## src/rtl/pdls_pkg.sv

```systemverilog
// ----------------------------------------------------------------------------
// pdls_pkg
// Types and constants shared by the PD line-follow steering block.
// ----------------------------------------------------------------------------
package pdls_pkg;

  localparam int POS_W     = 12;
  localparam int ERR_W     = 12;
  localparam int CHG_W     = 13;
  localparam int GAIN_W    = 8;
  localparam int DRV_W     = 8;
  localparam int PROD_W    = 20;
  localparam int QS_W      = PROD_W + 1;
  localparam int TERM_W    = QS_W + 1;
  localparam int CNT_W     = $clog2(PROD_W);
  localparam int CFG_IDX_W = 3;
  localparam int CFG_DAT_W = 8;

  localparam int ERR_MIN  = -2048;
  localparam int ERR_MAX  = 2047;
  localparam int PROD_MIN = -524288;
  localparam int PROD_MAX = 524287;

  localparam logic [CFG_IDX_W-1:0] CFG_ENABLE    = 3'd0;
  localparam logic [CFG_IDX_W-1:0] CFG_MAX_SPEED = 3'd1;
  localparam logic [CFG_IDX_W-1:0] CFG_PROP_NUM  = 3'd2;
  localparam logic [CFG_IDX_W-1:0] CFG_PROP_DEN  = 3'd3;
  localparam logic [CFG_IDX_W-1:0] CFG_DERIV_NUM = 3'd4;
  localparam logic [CFG_IDX_W-1:0] CFG_DERIV_DEN = 3'd5;

  typedef struct packed {
    logic accept;
    logic load_prod;
    logic div_start;
    logic div_sel_d;
    logic take_p;
    logic take_d;
    logic load_out;
  } pdls_cmd_t;

  typedef struct packed {
    logic enabled;
    logic den_zero;
    logic div_done;
    logic div_busy;
    logic out_free;
  } pdls_sts_t;

endpackage

```

## src/rtl/pdls_if.sv

```systemverilog
// ----------------------------------------------------------------------------
// pdls_if
// Valid/ready channels for position samples and wheel drive results.
// ----------------------------------------------------------------------------
interface pdls_in_if import pdls_pkg::*; ();
  logic             valid;
  logic             ready;
  logic [POS_W-1:0] position;

  modport source (output valid, output position, input ready);
  modport sink (input valid, input position, output ready);
endinterface

interface pdls_out_if import pdls_pkg::*; ();
  logic             valid;
  logic             ready;
  logic [DRV_W-1:0] left_drive;
  logic [DRV_W-1:0] right_drive;
  logic             halted;

  modport source (output valid, output left_drive, output right_drive, output halted,
                  input ready);
  modport sink (input valid, input left_drive, input right_drive, input halted,
                output ready);
endinterface

```

## src/rtl/pd_line_follow_steering_top.sv

```systemverilog
// ----------------------------------------------------------------------------
// pd_line_follow_steering_top
// PD steering for a differential drive: one beat of wheel drives per sample.
// A zero denominator sends an enabled sample straight to a halted result beat;
// a disabled sample is taken and gives no beat.
// The two 20-step quotients are computed in turn on the one serial divider, and
// a new sample is taken only once the last one's beat is loaded.
// Reset: synchronous active-low; sets config defaults and clears error history.
// ----------------------------------------------------------------------------
module pd_line_follow_steering_top import pdls_pkg::*; #(
  parameter int CENTER_POSITION = 2000
) (
  input  logic                 clk,
  input  logic                 rst_n,
  pdls_in_if.sink              in_chan,
  pdls_out_if.source           out_chan,
  input  logic                 cfg_we,
  input  logic [CFG_IDX_W-1:0] cfg_index,
  input  logic [CFG_DAT_W-1:0] cfg_data
);

  pdls_cmd_t cmd;
  pdls_sts_t sts;

  pdls_ctrl u_ctrl (
    .clk      (clk),
    .rst_n    (rst_n),
    .in_valid (in_chan.valid),
    .in_ready (in_chan.ready),
    .sts      (sts),
    .cmd      (cmd)
  );

  pdls_dp #(
    .CENTER_POSITION (CENTER_POSITION)
  ) u_dp (
    .clk             (clk),
    .rst_n           (rst_n),
    .cfg_we          (cfg_we),
    .cfg_index       (cfg_index),
    .cfg_data        (cfg_data),
    .in_position     (in_chan.position),
    .out_ready       (out_chan.ready),
    .cmd             (cmd),
    .sts             (sts),
    .out_valid       (out_chan.valid),
    .out_left_drive  (out_chan.left_drive),
    .out_right_drive (out_chan.right_drive),
    .out_halted      (out_chan.halted)
  );

  a_no_overwrite: assert property (@(posedge clk) disable iff (!rst_n)
    cmd.load_out |-> (!out_chan.valid || out_chan.ready))
    else $error("result register overwritten while holding a beat");

  a_div_idle_start: assert property (@(posedge clk) disable iff (!rst_n)
    cmd.div_start |-> !sts.div_busy)
    else $error("divider started while busy");

  a_halt_zero: assert property (@(posedge clk) disable iff (!rst_n)
    (out_chan.valid && out_chan.halted) |->
      (out_chan.left_drive == '0 && out_chan.right_drive == '0))
    else $error("halted beat with nonzero drive");

  a_load_after_accept: assert property (@(posedge clk) disable iff (!rst_n)
    cmd.load_out |=> in_chan.ready)
    else $error("sequencer not back to accepting after result load");

endmodule

```

## src/rtl/pdls_div.sv

```systemverilog
// ----------------------------------------------------------------------------
// pdls_div
// Serial restoring divider, one quotient bit per cycle, unsigned operands.
// ----------------------------------------------------------------------------
module pdls_div import pdls_pkg::*; (
  input  logic              clk,
  input  logic              rst_n,
  input  logic              start,
  input  logic [PROD_W-1:0] dividend,
  input  logic [GAIN_W-1:0] divisor,
  output logic              busy,
  output logic              done,
  output logic [PROD_W-1:0] quotient
);

  localparam logic [CNT_W-1:0] LAST = CNT_W'(PROD_W - 1);

  logic              busy_r;
  logic              done_r;
  logic [CNT_W-1:0]  cnt_r;
  logic [GAIN_W-1:0] rem_r, rem_nxt;
  logic [PROD_W-1:0] quo_r, quo_nxt;
  logic [GAIN_W-1:0] dvs_r;
  logic [GAIN_W:0]   rem_sh;
  logic [GAIN_W:0]   rem_diff;
  logic              ge;

  always_comb begin
    rem_sh   = {rem_r, quo_r[PROD_W-1]};
    rem_diff = rem_sh - {1'b0, dvs_r};
    ge       = rem_sh >= {1'b0, dvs_r};
    rem_nxt  = ge ? rem_diff[GAIN_W-1:0] : rem_sh[GAIN_W-1:0];
    quo_nxt  = {quo_r[PROD_W-2:0], ge};
  end

  always_ff @(posedge clk) begin
    if (!rst_n) begin
      busy_r <= 1'b0;
      done_r <= 1'b0;
      cnt_r  <= '0;
    end else begin
      done_r <= 1'b0;
      if (start) begin
        busy_r <= 1'b1;
        cnt_r  <= '0;
      end else if (busy_r) begin
        if (cnt_r == LAST) begin
          busy_r <= 1'b0;
          done_r <= 1'b1;
        end
        cnt_r <= cnt_r + 1'b1;
      end
    end
  end

  always_ff @(posedge clk) begin
    if (start) begin
      rem_r <= '0;
      quo_r <= dividend;
      dvs_r <= divisor;
    end else if (busy_r) begin
      rem_r <= rem_nxt;
      quo_r <= quo_nxt;
    end
  end

  assign busy     = busy_r;
  assign done     = done_r;
  assign quotient = quo_r;

endmodule

```

## src/rtl/pdls_dp.sv

```systemverilog
// ----------------------------------------------------------------------------
// pdls_dp
// Datapath: gain registers, error and change, products, quotients,
// steering clamp and the output register.
// ----------------------------------------------------------------------------
module pdls_dp import pdls_pkg::*; #(
  parameter int CENTER_POSITION = 2000
) (
  input  logic                 clk,
  input  logic                 rst_n,
  input  logic                 cfg_we,
  input  logic [CFG_IDX_W-1:0] cfg_index,
  input  logic [CFG_DAT_W-1:0] cfg_data,
  input  logic [POS_W-1:0]     in_position,
  input  logic                 out_ready,
  input  pdls_cmd_t            cmd,
  output pdls_sts_t            sts,
  output logic                 out_valid,
  output logic [DRV_W-1:0]     out_left_drive,
  output logic [DRV_W-1:0]     out_right_drive,
  output logic                 out_halted
);

  localparam int DIFF_W = $clog2(CENTER_POSITION + (1 << POS_W)) + 1;
  localparam logic signed [DIFF_W-1:0] ERR_LO = DIFF_W'(ERR_MIN);
  localparam logic signed [DIFF_W-1:0] ERR_HI = DIFF_W'(ERR_MAX);
  localparam int DPF_W = CHG_W + GAIN_W + 1;
  localparam logic signed [DPF_W-1:0] DP_LO = DPF_W'(PROD_MIN);
  localparam logic signed [DPF_W-1:0] DP_HI = DPF_W'(PROD_MAX);

  logic              enable_r;
  logic [GAIN_W-1:0] max_speed_r, prop_num_r, prop_den_r, deriv_num_r, deriv_den_r;

  logic signed [ERR_W-1:0]  prev_r, err_r;
  logic signed [CHG_W-1:0]  change_r;
  logic                     halt_r;
  logic                     psign_r;
  logic signed [PROD_W-1:0] dprod_r;
  logic signed [QS_W-1:0]   pq_r;
  logic signed [TERM_W-1:0] term_r;

  logic                     out_valid_r;
  logic [DRV_W-1:0]         left_r, right_r;
  logic                     halted_r;

  logic signed [DIFF_W-1:0]       diff_c;
  logic signed [ERR_W-1:0]        err_c;
  logic signed [CHG_W-1:0]        change_c;
  logic signed [ERR_W+GAIN_W:0]   pfull_c;
  logic signed [PROD_W-1:0]       pprod_c;
  logic signed [DPF_W-1:0]        dfull_c;
  logic signed [PROD_W-1:0]       dprod_c;
  logic [PROD_W-1:0]              pmag_c, dmag_c, dividend_c;
  logic                           div_busy, div_done;
  logic [PROD_W-1:0]              quo;
  logic signed [QS_W-1:0]         qsigned_c;
  logic                           neg_c, over_c;
  logic [TERM_W-1:0]              mag_c;
  logic [DRV_W-1:0]               red_c, left_c, right_c;

  always_ff @(posedge clk) begin
    if (!rst_n) begin
      enable_r    <= 1'b0;
      max_speed_r <= '1;
      prop_num_r  <= '0;
      prop_den_r  <= '0;
      deriv_num_r <= '0;
      deriv_den_r <= '0;
    end else if (cfg_we) begin
      case (cfg_index)
        CFG_ENABLE:    enable_r    <= cfg_data[0];
        CFG_MAX_SPEED: max_speed_r <= cfg_data;
        CFG_PROP_NUM:  prop_num_r  <= cfg_data;
        CFG_PROP_DEN:  prop_den_r  <= cfg_data;
        CFG_DERIV_NUM: deriv_num_r <= cfg_data;
        CFG_DERIV_DEN: deriv_den_r <= cfg_data;
        default: ;
      endcase
    end
  end

  always_comb begin
    diff_c = $signed({{(DIFF_W-POS_W){1'b0}}, in_position}) -
             $signed(DIFF_W'(CENTER_POSITION));
    if (diff_c < ERR_LO) begin
      err_c = ERR_W'(ERR_MIN);
    end else if (diff_c > ERR_HI) begin
      err_c = ERR_W'(ERR_MAX);
    end else begin
      err_c = diff_c[ERR_W-1:0];
    end
    change_c = {err_c[ERR_W-1], err_c} - {prev_r[ERR_W-1], prev_r};

    pfull_c = err_r * $signed({1'b0, prop_num_r});
    pprod_c = pfull_c[PROD_W-1:0];
    pmag_c  = pprod_c[PROD_W-1] ? (~pprod_c + 1'b1) : pprod_c;

    dfull_c = change_r * $signed({1'b0, deriv_num_r});
    if (dfull_c < DP_LO) begin
      dprod_c = PROD_W'(PROD_MIN);
    end else if (dfull_c > DP_HI) begin
      dprod_c = PROD_W'(PROD_MAX);
    end else begin
      dprod_c = dfull_c[PROD_W-1:0];
    end
    dmag_c = dprod_r[PROD_W-1] ? (~dprod_r + 1'b1) : dprod_r;

    dividend_c = cmd.div_sel_d ? dmag_c : pmag_c;

    if (cmd.take_d) begin
      qsigned_c = dprod_r[PROD_W-1] ? -$signed({1'b0, quo}) : $signed({1'b0, quo});
    end else begin
      qsigned_c = psign_r ? -$signed({1'b0, quo}) : $signed({1'b0, quo});
    end

    neg_c  = term_r[TERM_W-1];
    mag_c  = neg_c ? (~term_r + 1'b1) : term_r;
    over_c = mag_c > {{(TERM_W-DRV_W){1'b0}}, max_speed_r};
    red_c  = over_c ? '0 : (max_speed_r - mag_c[DRV_W-1:0]);
    left_c  = neg_c ? red_c : max_speed_r;
    right_c = neg_c ? max_speed_r : red_c;
  end

  pdls_div u_div (
    .clk      (clk),
    .rst_n    (rst_n),
    .start    (cmd.div_start),
    .dividend (dividend_c),
    .divisor  (cmd.div_sel_d ? deriv_den_r : prop_den_r),
    .busy     (div_busy),
    .done     (div_done),
    .quotient (quo)
  );

  always_ff @(posedge clk) begin
    if (!rst_n) begin
      prev_r <= '0;
    end else if (cmd.accept && enable_r && !sts.den_zero) begin
      prev_r <= err_c;
    end
  end

  always_ff @(posedge clk) begin
    if (cmd.accept) begin
      err_r    <= err_c;
      change_r <= change_c;
      halt_r   <= sts.den_zero;
    end
    if (cmd.load_prod) begin
      psign_r <= pprod_c[PROD_W-1];
      dprod_r <= dprod_c;
    end
    if (cmd.take_p) begin
      pq_r <= qsigned_c;
    end
    if (cmd.take_d) begin
      term_r <= {pq_r[QS_W-1], pq_r} + {qsigned_c[QS_W-1], qsigned_c};
    end
  end

  always_ff @(posedge clk) begin
    if (!rst_n) begin
      out_valid_r <= 1'b0;
    end else if (cmd.load_out) begin
      out_valid_r <= 1'b1;
    end else if (out_ready) begin
      out_valid_r <= 1'b0;
    end
  end

  always_ff @(posedge clk) begin
    if (cmd.load_out) begin
      left_r   <= halt_r ? '0 : left_c;
      right_r  <= halt_r ? '0 : right_c;
      halted_r <= halt_r;
    end
  end

  assign sts.enabled  = enable_r;
  assign sts.den_zero = (prop_den_r == '0) || (deriv_den_r == '0);
  assign sts.div_done = div_done;
  assign sts.div_busy = div_busy;
  assign sts.out_free = !out_valid_r || out_ready;

  assign out_valid       = out_valid_r;
  assign out_left_drive  = left_r;
  assign out_right_drive = right_r;
  assign out_halted      = halted_r;

endmodule

```

## src/rtl/pdls_ctrl.sv

```systemverilog
// ----------------------------------------------------------------------------
// pdls_ctrl
// Sequencer: accept; if enabled, multiply, two serial divides, load result.
// ----------------------------------------------------------------------------
module pdls_ctrl import pdls_pkg::*; (
  input  logic      clk,
  input  logic      rst_n,
  input  logic      in_valid,
  output logic      in_ready,
  input  pdls_sts_t sts,
  output pdls_cmd_t cmd
);

  typedef enum logic [4:0] {
    ST_IDLE = 5'b00001,
    ST_MUL  = 5'b00010,
    ST_DIVP = 5'b00100,
    ST_DIVD = 5'b01000,
    ST_OUT  = 5'b10000
  } state_t;

  state_t state_r, state_nxt;

  always_comb begin
    state_nxt = state_r;
    cmd       = '0;
    in_ready  = 1'b0;
    case (state_r)
      ST_IDLE: begin
        in_ready = 1'b1;
        if (in_valid) begin
          cmd.accept = 1'b1;
          if (sts.enabled) begin
            state_nxt = sts.den_zero ? ST_OUT : ST_MUL;
          end
        end
      end
      ST_MUL: begin
        cmd.load_prod = 1'b1;
        cmd.div_start = 1'b1;
        state_nxt     = ST_DIVP;
      end
      ST_DIVP: begin
        if (sts.div_done) begin
          cmd.take_p    = 1'b1;
          cmd.div_start = 1'b1;
          cmd.div_sel_d = 1'b1;
          state_nxt     = ST_DIVD;
        end
      end
      ST_DIVD: begin
        cmd.div_sel_d = 1'b1;
        if (sts.div_done) begin
          cmd.take_d = 1'b1;
          state_nxt  = ST_OUT;
        end
      end
      ST_OUT: begin
        if (sts.out_free) begin
          cmd.load_out = 1'b1;
          state_nxt    = ST_IDLE;
        end
      end
      default: state_nxt = ST_IDLE;
    endcase
  end

  always_ff @(posedge clk) begin
    if (!rst_n) begin
      state_r <= ST_IDLE;
    end else begin
      state_r <= state_nxt;
    end
  end

endmodule

```

## src/flat_wrapper.sv

```systemverilog
// flat-port wrapper written by rule: the top's interface ports become plain ports
module pd_line_follow_steering_top_flat import pdls_pkg::*;
#(
  parameter int CENTER_POSITION = 2000
)
  (clk, rst_n, cfg_we, cfg_index, cfg_data, in_chan_valid, in_chan_position, in_chan_ready, out_chan_valid, out_chan_left_drive, out_chan_right_drive, out_chan_halted, out_chan_ready);
  pdls_in_if in_chan_i ();
  pdls_out_if out_chan_i ();
  input  logic clk;
  input  logic rst_n;
  input  logic cfg_we;
  input  logic [CFG_IDX_W-1:0] cfg_index;
  input  logic [CFG_DAT_W-1:0] cfg_data;
  input wire logic [$bits(in_chan_i.valid)-1:0] in_chan_valid;
  input wire logic [$bits(in_chan_i.position)-1:0] in_chan_position;
  output wire logic [$bits(in_chan_i.ready)-1:0] in_chan_ready;
  output wire logic [$bits(out_chan_i.valid)-1:0] out_chan_valid;
  output wire logic [$bits(out_chan_i.left_drive)-1:0] out_chan_left_drive;
  output wire logic [$bits(out_chan_i.right_drive)-1:0] out_chan_right_drive;
  output wire logic [$bits(out_chan_i.halted)-1:0] out_chan_halted;
  input wire logic [$bits(out_chan_i.ready)-1:0] out_chan_ready;
  assign in_chan_i.valid = in_chan_valid;
  assign in_chan_i.position = in_chan_position;
  assign in_chan_ready = in_chan_i.ready;
  assign out_chan_valid = out_chan_i.valid;
  assign out_chan_left_drive = out_chan_i.left_drive;
  assign out_chan_right_drive = out_chan_i.right_drive;
  assign out_chan_halted = out_chan_i.halted;
  assign out_chan_i.ready = out_chan_ready;
  pd_line_follow_steering_top #(.CENTER_POSITION(CENTER_POSITION)) u_core (.clk(clk), .rst_n(rst_n), .in_chan(in_chan_i), .out_chan(out_chan_i), .cfg_we(cfg_we), .cfg_index(cfg_index), .cfg_data(cfg_data));
endmodule
```

## config.mk

```make
export PLATFORM = sky130hd
export DESIGN_NAME = pd_line_follow_steering_top_flat
export DESIGN_NICKNAME = d
export VERILOG_FILES = /design/src/rtl/pdls_pkg.sv /design/src/rtl/pdls_if.sv /design/src/rtl/pd_line_follow_steering_top.sv /design/src/rtl/pdls_div.sv /design/src/rtl/pdls_dp.sv /design/src/rtl/pdls_ctrl.sv /design/src/flat_wrapper.sv
export SDC_FILE = /design/constraint.sdc
export NUM_CORES = 1
export LEC_CHECK = 0
export BUFFER_PORTS_ARGS = -buffer_cell sky130_fd_sc_hd__buf_2
export CAP_MARGIN = 20
export CORE_ASPECT_RATIO = 0.8
export CORE_UTILIZATION = 55
export CTS_BUF_LIST = sky130_fd_sc_hd__clkbuf_4 sky130_fd_sc_hd__clkbuf_8
export DETAILED_ROUTE_END_ITERATION = 6
export PLACE_DENSITY = 0.74
export SYNTH_ARGS = -nofsm -noshare
export SYNTH_HDL_FRONTEND = slang
export SYNTH_SLANG_ARGS = --single-unit
```

## constraint.sdc

```tcl
create_clock -name clk -period 5.7 [get_ports clk]
set_input_delay 1.14 -clock clk [delete_from_list [all_inputs] [get_ports clk]]
set_output_delay 1.14 -clock clk [all_outputs]
set_load 0.02 [all_outputs]
```

* Word-level counts from Yosys, hierarchy flattened
Index checks and enable logic that the tools add are counted.
Widths: inputs -> output; s select.
** Storage, ports and cells
- Bits in registers :: 209
- Input port bits :: 28
- Output and inout port bits :: 19
** Operators by class
- $add $sub $neg :: 10
- Multipliers :: 2
- Magnitude comparators :: 6
- Eq/ne operators :: 16
- Mux-type cells :: 42
- Bitwise operators :: 5
- Reduce and logical (&&, ||, !) cells :: 20
** Operator list (count)
- $mux 20 :: 6
- $mux 21 :: 3
- $add 20x1->20 const B :: 2
- $mux 8 :: 5
- $not 20->20 :: 2
- $mux 5 :: 6
- $pmux 5 s5 :: 1
- $mux 12 :: 2
- $add 21x21->22 :: 1
- $add 22x1->22 const B :: 1
- $gt 22x20->1 const B :: 1
- $gt 22x8->1 :: 1
- $lt 22x20->1 const B :: 1
- $mul 13x9->22 :: 1
- $mux 22 :: 1
- $not 22->22 :: 1
- $neg 20->21 :: 1
- $mul 12x9->20 :: 1
- $logic_not 8->1 :: 2
- $sub 8x8->8 :: 2
- $mux 1 :: 15
- $gt 13x12->1 const B :: 1
- $lt 13x12->1 const B :: 1
- $sub 12x11->13 const B :: 1
- 25 further kinds :: 42

* Depth between registers and ports, before layout
Gate-level depths: netlist (run 1).
- Depth after elaboration :: 6
- Mapped depth :: 22
- Depth with buffers taken out :: 20

* Hierarchy
A second synthesis (run 1) with hierarchy kept.
** Second synthesis, totals
- Cell total of the unflattened synthesis :: 2171
- Area total of the unflattened synthesis :: 20166.8 µm²
** By module, submodules not included
- pdls_dp :: times used 1, cells each 1931, area an instance 17494.3 µm², seq. area each 4294.1 µm²
- pdls_div :: times used 1, cells each 183, area an instance 2224.6 µm², seq. area each 1141.1 µm²
- pdls_ctrl :: times used 1, cells each 57, area an instance 447.9 µm², seq. area each 100.1 µm²

* Worst setup path before layout (run 1)
Ideal clock, no wire load.
- Path type :: register to register
- From :: register u_core.u_dp.prop_num_r[2]
- To :: register u_core.u_dp.u_div.quo_r[6], in the netlist u_core.u_dp.u_div.quotient[6], data pin
- Library setup time :: 0.261 ns
- Arrival :: 5.355 ns
- Data required time :: 5.439 ns
- Path slack :: 0.084 ns
- Cell stages (with the launch flop) :: 22
- Period minus slack after synthesis :: 5.616 ns
- Cells stage by stage :: dfxtp_1 -> clkbuf_1 -> nand2_1 -> fa_1 -> inv_1 -> fa_1 -> inv_1 -> fa_1 -> fa_1 -> inv_1 -> ha_1 -> clkbuf_1 -> and3_1 -> a22oi_1 -> a221oi_1 -> nand3_1 -> a211o_1 -> and3_1 -> clkbuf_1 -> or3_1 -> a21oi_1 -> o21ai_0
** On the way
- Cells in the longest elaborated chain, start to end :: 6
** Ends and longest elaborated chain
- start: declaration :: line pdls_dp.sv:32 : logic [GAIN_W-1:0] max_speed_r, prop_num_r, prop_den_r, deriv_num_r, deriv_den_r;
- start signal: assignment :: line pdls_dp.sv:73 : CFG_PROP_NUM: prop_num_r <= cfg_data;
- $mul 12x9->20 (*) :: line pdls_dp.sv:94 : pfull_c = err_r * $signed({1'b0, prop_num_r});
- $not 20->20 :: line pdls_dp.sv:96 : pmag_c = pprod_c[PROD_W-1] ? (~pprod_c + 1'b1) : pprod_c;
- $add 20x1->20 :: line pdls_dp.sv:96
- $mux 20 (*) :: line pdls_dp.sv:96
- $mux 20 (*) :: line pdls_dp.sv:108 : dividend_c = cmd.div_sel_d ? dmag_c : pmag_c;
- $mux 20 (*) :: line pdls_div.sv:57 : if (start) begin
- end signal: assignment :: line pdls_div.sv:59 : quo_r <= dividend;
- end signal: assignment :: line pdls_div.sv:63 : quo_r <= quo_nxt;
- end: declaration :: line pdls_div.sv:22 : logic [PROD_W-1:0] quo_r, quo_nxt;
Every way passes the cells marked *; elsewhere a longest branch is shown, timed or not.
A chain may end at the register's enable or synchronous reset.

* Final worst setup path (run 1)
- From :: register u_core.u_dp.change_r[5]
- To :: register u_core.u_dp.dprod_r[3], data pin
** On the way
- Cells in the longest elaborated chain, start to end :: 3
- Elaborated cells on any way between the ends :: 4
** Ends and longest elaborated chain
- start: declaration :: line pdls_dp.sv:35 : logic signed [CHG_W-1:0] change_r;
- start signal: assignment :: line pdls_dp.sv:146 : change_r <= change_c;
- $mul 13x9->22 (*) :: line pdls_dp.sv:98 : dfull_c = change_r * $signed({1'b0, deriv_num_r});
- $gt 22x20->1 :: line pdls_dp.sv:101 : end else if (dfull_c > DP_HI) begin
- $mux 20 :: line pdls_dp.sv:101
- end signal: assignment :: line pdls_dp.sv:151 : dprod_r <= dprod_c;
- end: declaration :: line pdls_dp.sv:38 : logic signed [PROD_W-1:0] dprod_r;
Marks and branches as above.

==> results of run 1 <==
==> what timing repair did <==
| item | in CTS | in global routing |
|---|---|---|
| setup endpoints to repair | 4 | 37 |
| resized for setup | 1 | 29 |
| gates cloned | 0 | 0 |
| pin swaps | 0 | 6 |
| setup buffers | 0 | 10 |
==> worst register-to-register path: cells and delay by family, from the launching register on <==
family | cells | cell delay, ns
flip-flops | 1 | 0.54
AO/OA/AOI/OAI | 7 | 1.00
adder cells (fa/ha/maj) | 5 | 2.38
XOR/XNOR | 1 | 0.18
AND/OR/NAND/NOR | 2 | 0.70
buffers and inverters | 4 | 0.46
==> cell usage after synthesis (all sizes together) (14+ instances only) <==
master / number / area [um^2]
inv: 315 / 1180
nand2: 271 / 1020
fa: 164 / 3280
ha: 146 / 1830
edfxtp: 135 / 4050
a21oi: 122 / 611
and2: 111 / 694
nor2: 111 / 417
xnor2: 86 / 753
dfxtp: 74 / 1480
o21ai: 65 / 325
clkbuf: 50 / 211
xor2: 48 / 420
o21a: 37 / 278
nor3: 29 / 145
a21o: 25 / 188
or3: 24 / 155
nor2b: 23 / 144
o31ai: 22 / 165
nand3: 19 / 100
nand4: 18 / 113
and3: 15 / 93.8
nand2b: 15 / 93.8
mux2i: 14 / 140
o211ai: 14 / 105
==> final cells by class <==
cell class                      count  area, um^2  area share, %
Multi-Input combinational cell   1526       12400           58.8
Sequential cell                   209        5540           26.3
Inverter                          315        1180           5.61
Timing Repair Buffer               99         654           3.10
Clock buffer                       51         627           2.97
Tap cell                          465         582           2.76
Clock inverter                     14         110          0.522
==> flip-flops by register name, indices dropped and copies added (netlist names), 12 cells and up <==
name	flops
u_core.u_dp.term_r	22
u_core.u_dp.change_r	13
u_core.u_dp.prev_r	12
u_core.u_dp.pq_r	21
u_core.u_dp.dprod_r	20
u_core.u_dp.err_r	12
u_core.u_dp.u_div.quotient	20
==> stage by stage <==
stage	hold slack [ns]	cell area [um^2]	setup TNS, ns	std cells
global placement	0.451	20100	0	2602
finish	0.465	21100	0	2679
floorplan	0.428	19300	0	2108
detailed placement	0.458	20100	-0.0141	2602
global route	0.500	21100	-0.0373	2679
CTS	0.468	20900	0	2667
==> routing by layer <==
| layer | track usage [%] | share of wire (%) | routed length, um | vias up |
|---|---|---|---|---|
| met5 | 0 | 0 | 0 | - |
| met4 | 7.18 | 2.2 | 987 | 0 |
| met3 | 4.55 | 6.1 | 2710 | 74 |
| met2 | 43.1 | 48 | 21100 | 428 |
| met1 | 32.9 | 44 | 19500 | 7227 |
| li1 | - | - | - | 7200 |
==> power groups by stage <==
stage / logic, uW / registers (uW) / clock network (uW)
4_1_cts: 570 / 1730 / 1440
3_3_place_gp: 550 / 1760 / 0
5_1_grt: 667 / 1740 / 1510
3_5_place_dp: 563 / 1770 / 0
6_report: 597 / 1730 / 1410
2_1_floorplan: 404 / 1730 / 0
==> kinds of logic (layout without fill, tap and decap cells) <==
| family | count (synthesis) | after routing | share of synthesized area, % |
|---|---|---|---|
| AOI/OAI and AO/OA | 376 | 376 | 12.6 |
| xor gates and xnor gates | 134 | 134 | 6.09 |
| buffers and inverters | 373 | 479 | 7.59 |
| and+or+nand+nor | 690 | 690 | 17.7 |
| adders and majority gates | 310 | 310 | 26.5 |
| muxes | 16 | 16 | 0.843 |
| DFF | 209 | 209 | 28.7 |
==> final timing paths <==
check                           cells past startpoint                endpoint                     from
worst max register to register                     19  u_core.u_dp.dprod_r[3]  u_core.u_dp.change_r[5]
worst min register to register                      2   u_core.u_dp.prev_r[6]    u_core.u_dp.prev_r[6]
worst max-delay path                               19  u_core.u_dp.dprod_r[3]  u_core.u_dp.change_r[5]
worst min-delay path                                2   u_core.u_dp.prev_r[6]    u_core.u_dp.prev_r[6]
==> cells in the final DEF, fill, tap and decap left out, types with 9 or more instances in the layout <==
master and instances:
clkbuf_8 40, clkbuf_4 12, nand2_1 270, o31ai_1 20
a21boi_0 10, ha_1 145, a21oi_1 121, xnor2_1 84
or4_1 9, and2_1 110, a21o_1 25, o21a_1 37
dfxtp_1 68, xor2_1 48, nor2b_1 23, o21ai_0 64
nor3_1 26, nand2b_1 15, buf_4 51, buf_2 46
nand4_1 18, nor2_1 111, edfxtp_1 135, nand3_1 16
and3_1 15, mux2i_1 14, fa_1 163, inv_1 313
o211ai_1 14, or3_1 23
==> results.cfg, run 1 <==
[place]
dp.final_hpwl_um = 34700
pre_cts_ws_ns = -0.0141
io_buffers = 46
gp_congestion = 0.904

[synth]
yosysUniqueCellTypes = 78
ys_ff_latch = 209
synth_edf_count = 135
yosys_warnings = 0
ys_seq_area_share_pct = 28.7
synth_cells = 2108
avgSynthCellArea_um2 = 9.15
netlist_area_um2 = 19300
async_flop_share_pct = 0
synth_fp_nets = 2446
synth_top_flop_cell = edfxtp_1

[cells_and_area]
drive_gt1_share_pct = 9.76
nNetsFinal = 2525
fill_cells = 2895
syn2layout_area_growth_pct = 9.38
fin_util_pct = 61.9
antenna_cells = 0

[sta]
finalCritPeriodShare_pct = 96.9
hold_viol = 0
min_period_ns = 5.53
fmax_ghz = 0.181
rsz0062_at_grt = true
skew_ns = 0.0294
layout_setup_ws_ns = 0.175
setup_viol = 0
relSlewSlack_pct = 40.5
worst_slew_pin_slew_ns = 0.892
slew_viol_final = 0

[setup_path]
critPathRequiredTime_ns = 6.00
cp.arrival_ns = 5.83
path_buf_inv = 4
critical-path-slowest-cell = fa_1
critical_path_class = reg -> reg
crit_top_cell = fa_1
r2r_setup_slack_ns = 0.17
crit_path_end_kind = register
critPathMaxFanout = 19
critPathLaunchType = register
cp_top_family = adder cells
cp_cell_sequence = and2_1, fa_1, fa_1, fa_1, inv_1, fa_1, inv_1, ha_1, o21a_1, o211ai_1, buf_4, or4_1, a31oi_2, a21o_1, a21oi_1, xnor2_2, o21ai_1, buf_4, a21o_1
cpPeakStageDelay_ns = 0.55

[global_routing]
grt_pass1_vias = 15000
grt_antenna_before_repair = 0
grt_max_degree = 37
grt_usage_pct = 25.3
grt-ovfl-total = 0
grt_pass1_wl_um = 73100

[die]
core_area_um2 = 34100
io_pins = 47
die_h_um = 169
die-width_um = 211
dieArea_um2 = 35800
start_util_pct = 56.6
std_cell_rows = 60

[cts]
root_buffer = clkbuf_8
cts.sinks = 209
cts_tree = yes
cts_inserted_buffers = 36
cts_hold_buf = 0
h-tree-depth = 2
clkTransAtPathRegs_ns = 0.07
clockBufferDepth = 3
clock_latency_ns = 0.57

[power]
seq_power_share_pct = 46.3
p_clk_share_pct = 37.7
comb_power_share_pct = 15.9
p_sw_uw = 1070
power_density_nw_per_um2 = 177
intPower_uw = 2670
switching_share_pct = 28.7
ir_worst_vdd_mv = 0.179
totalPowerFinal_uw = 3740
p_leak_uw = 0.00972

[drt]
drt-initial-drc-count = 1073
drc = 0
vias_per_cell = 5.57
drtPass1Iterations = 7
ant_nets = 0
wl_per_cell_um = 16.5
wirelength_um = 44300
vias = 14900

[worst_hold_path]
hp-class = reg -> reg

[run]
cap_violations = 0

[status]
status = completed
No activity file was read; power rests on OpenSTA's default activity.
==> inputs of run 2 (changes only) <==
Settings changed: PLACE_DENSITY 0.74 to not set, PLACE_DENSITY_LB_ADDON set to 0.12.
Clock period 5.7 ns to 5 ns, I/O delays scaled along.
==> run 2 against run 1 <==
Against the previous run:
- clock power rose by 25%
- final cell count rose by 8.7%
- routed wire length rose by 10%
- count of clock-buffer cells in the layout rose by 10
- flip-flop and latch count did not move
- the run now ends with negative setup slack left
- via count rose by 5.7%
- final area rose by 13%
- setup slack got worse by 0.48 ns
- first-iteration DRC count fell by 14%
- die area did not move
- critical path type unchanged
- register-to-register slack got worse by 0.48 ns
- worst hold slack got worse by 0.0024 ns
==> results.cfg, run 2 (synthesized netlist as in run 1, its figures left out) <==
[sta]
finalCritPeriodShare_pct = 106
layout_setup_ws_ns = -0.310
worst_slew_pin_slew_ns = 0.927
skew_ns = 0.0148
fmax_ghz = 0.188
min_period_ns = 5.31
slew_viol_final = 0
relSlewSlack_pct = 37.7
rsz0062_at_grt = true
setup_viol = 39
hold_viol = 0

[setup_path]
critPathMaxFanout = 5
cp-startpoint = u_core.u_dp.change_r[5]
critPathLaunchType = register
crit_path_end_kind = register
critical_path_class = reg -> reg
cp.arrival_ns = 5.62
critPathRequiredTime_ns = 5.31
r2r_start = u_core.u_dp.change_r[5]

[global_routing]
grt_pass1_vias = 16600
grt_antenna_before_repair = 0
grt_pass1_wl_um = 81300
grt_usage_pct = 28.5
grt_max_degree = 35
grt-ovfl-total = 0

[drt]
wl_per_cell_um = 16.8
vias = 15800
ant_nets = 0
drt-initial-drc-count = 928
drtPass1Iterations = 5
drc = 0
wirelength_um = 48900
vias_per_cell = 5.42

[power]
p_leak_uw = 0.0110
ir_worst_vdd_mv = 0.240
power_density_nw_per_um2 = 201
totalPowerFinal_uw = 4820

[status]
violations = negative setup slack
status = finished, violations left

[cts]
cts_inserted_buffers = 37
root_buffer = clkbuf_8
cts.sinks = 209
cts_hold_buf = 0
cts_tree = yes
clockBufferDepth = 3
clock_latency_ns = 0.55
h-tree-depth = 2
clkTransAtPathRegs_ns = 0.07

[run]
cap_violations = 0

[die]
start_util_pct = 56.6
die-width_um = 211
die_h_um = 169
core_area_um2 = 34100
dieArea_um2 = 35800
std_cell_rows = 60
io_pins = 47

[cells_and_area]
antenna_cells = 0
syn2layout_area_growth_pct = 24.1
fill_cells = 2645
top_register = u_core.u_dp.term_r
largest_reg_flops = 22
top_regs = u_core.u_dp.term_r (22), u_core.u_dp.pq_r (21)
final_cell_mix = inv_1, nand2_1, buf_4, fa_1, edfxtp_1
mostFrequentLayoutCell = inv_1
drive_gt1_share_pct = 24.6
nNetsFinal = 2757

[worst_hold_path]
hp-class = reg -> reg
hp-start = u_core.u_dp.prev_r[2]

[place]
io_buffers = 46
gp_congestion = 0.911
dp.final_hpwl_um = 37300
pre_cts_ws_ns = -0.572
[run 2: path summary, 6_finish.rpt]
path	slack (ns)	depth (start not counted)	to
hold reg to reg	0.46	2	u_core.u_dp.prev_r[2]
hold / removal	0.46	2	u_core.u_dp.prev_r[2]
setup reg to reg	-0.31	20	u_core.u_dp.dprod_r[5]
setup / recovery	-0.31	20	u_core.u_dp.dprod_r[5]
[run 2: layout make-up]
| cell class | instances | area (um^2) | area share (%) |
|---|---|---|---|
| Timing Repair Buffer | 326 | 2510 | 10.5 |
| Multi-Input combinational cell | 1529 | 13300 | 55.4 |
| Clock inverter | 7 | 73.8 | 0.308 |
| Clock buffer | 61 | 746 | 3.12 |
| Tap cell | 465 | 582 | 2.43 |
| Sequential cell | 209 | 5560 | 23.2 |
| Timing Repair inverter | 1 | 6.26 | 0.0261 |
| Inverter | 315 | 1190 | 4.97 |
[run 2: metrics by stage]
stage | hold slack, ns | setup TNS, ns | instances | util (%) | cell area, um^2
floorplan | 0.428 | -2.63 | 2108 | - | 19700
global placement | 0.450 | -13.65 | 2762 | 63.3 | 21600
detailed placement | 0.455 | -15.72 | 2763 | 63.3 | 21600
CTS | 0.463 | -4.24 | 2895 | 69.2 | 23600
global route | 0.478 | -16.15 | 2913 | 70.2 | 23900
finish | 0.462 | -8.52 | 2913 | 70.2 | 23900
[run 2: timing repair]
item / 4_1_cts / 5_1_grt
pin swaps: 155 / 92
setup buffers: 60 / 20
gates resized for setup: 164 / 47
endpoints found under the setup margin: 38 / 41
gates cloned: 4 / 1
[run 2: report_power, final]
part | switching, uW | internal, uW
clock network | 754 | 1000
logic | 560 | 554
registers | 57.5 | 1890
[run 2: layer usage]
layer | wire (um) | track usage, %
met5 | 0 | 0
met4 | 1620 | 10.7
met3 | 2270 | 4.33
met2 | 23500 | 49.0
met1 | 21400 | 36.3
[run 2: worst max-delay path, stage by stage (launching register included)]
cell      delay, ns
edfxtp_1       0.46
buf_6          0.15
buf_4          0.13
buf_4          0.13
and2_1         0.15
ha_1           0.30
fa_1           0.47
fa_1           0.54
inv_1          0.05
fa_1           0.53
inv_1          0.04
ha_1           0.29
o211ai_1       0.14
or4_4          0.53
a31oi_4        0.20
a21o_1         0.17
a21oi_4        0.08
xnor2_4        0.22
buf_6          0.19
o21ai_4        0.10
a21o_1         0.17
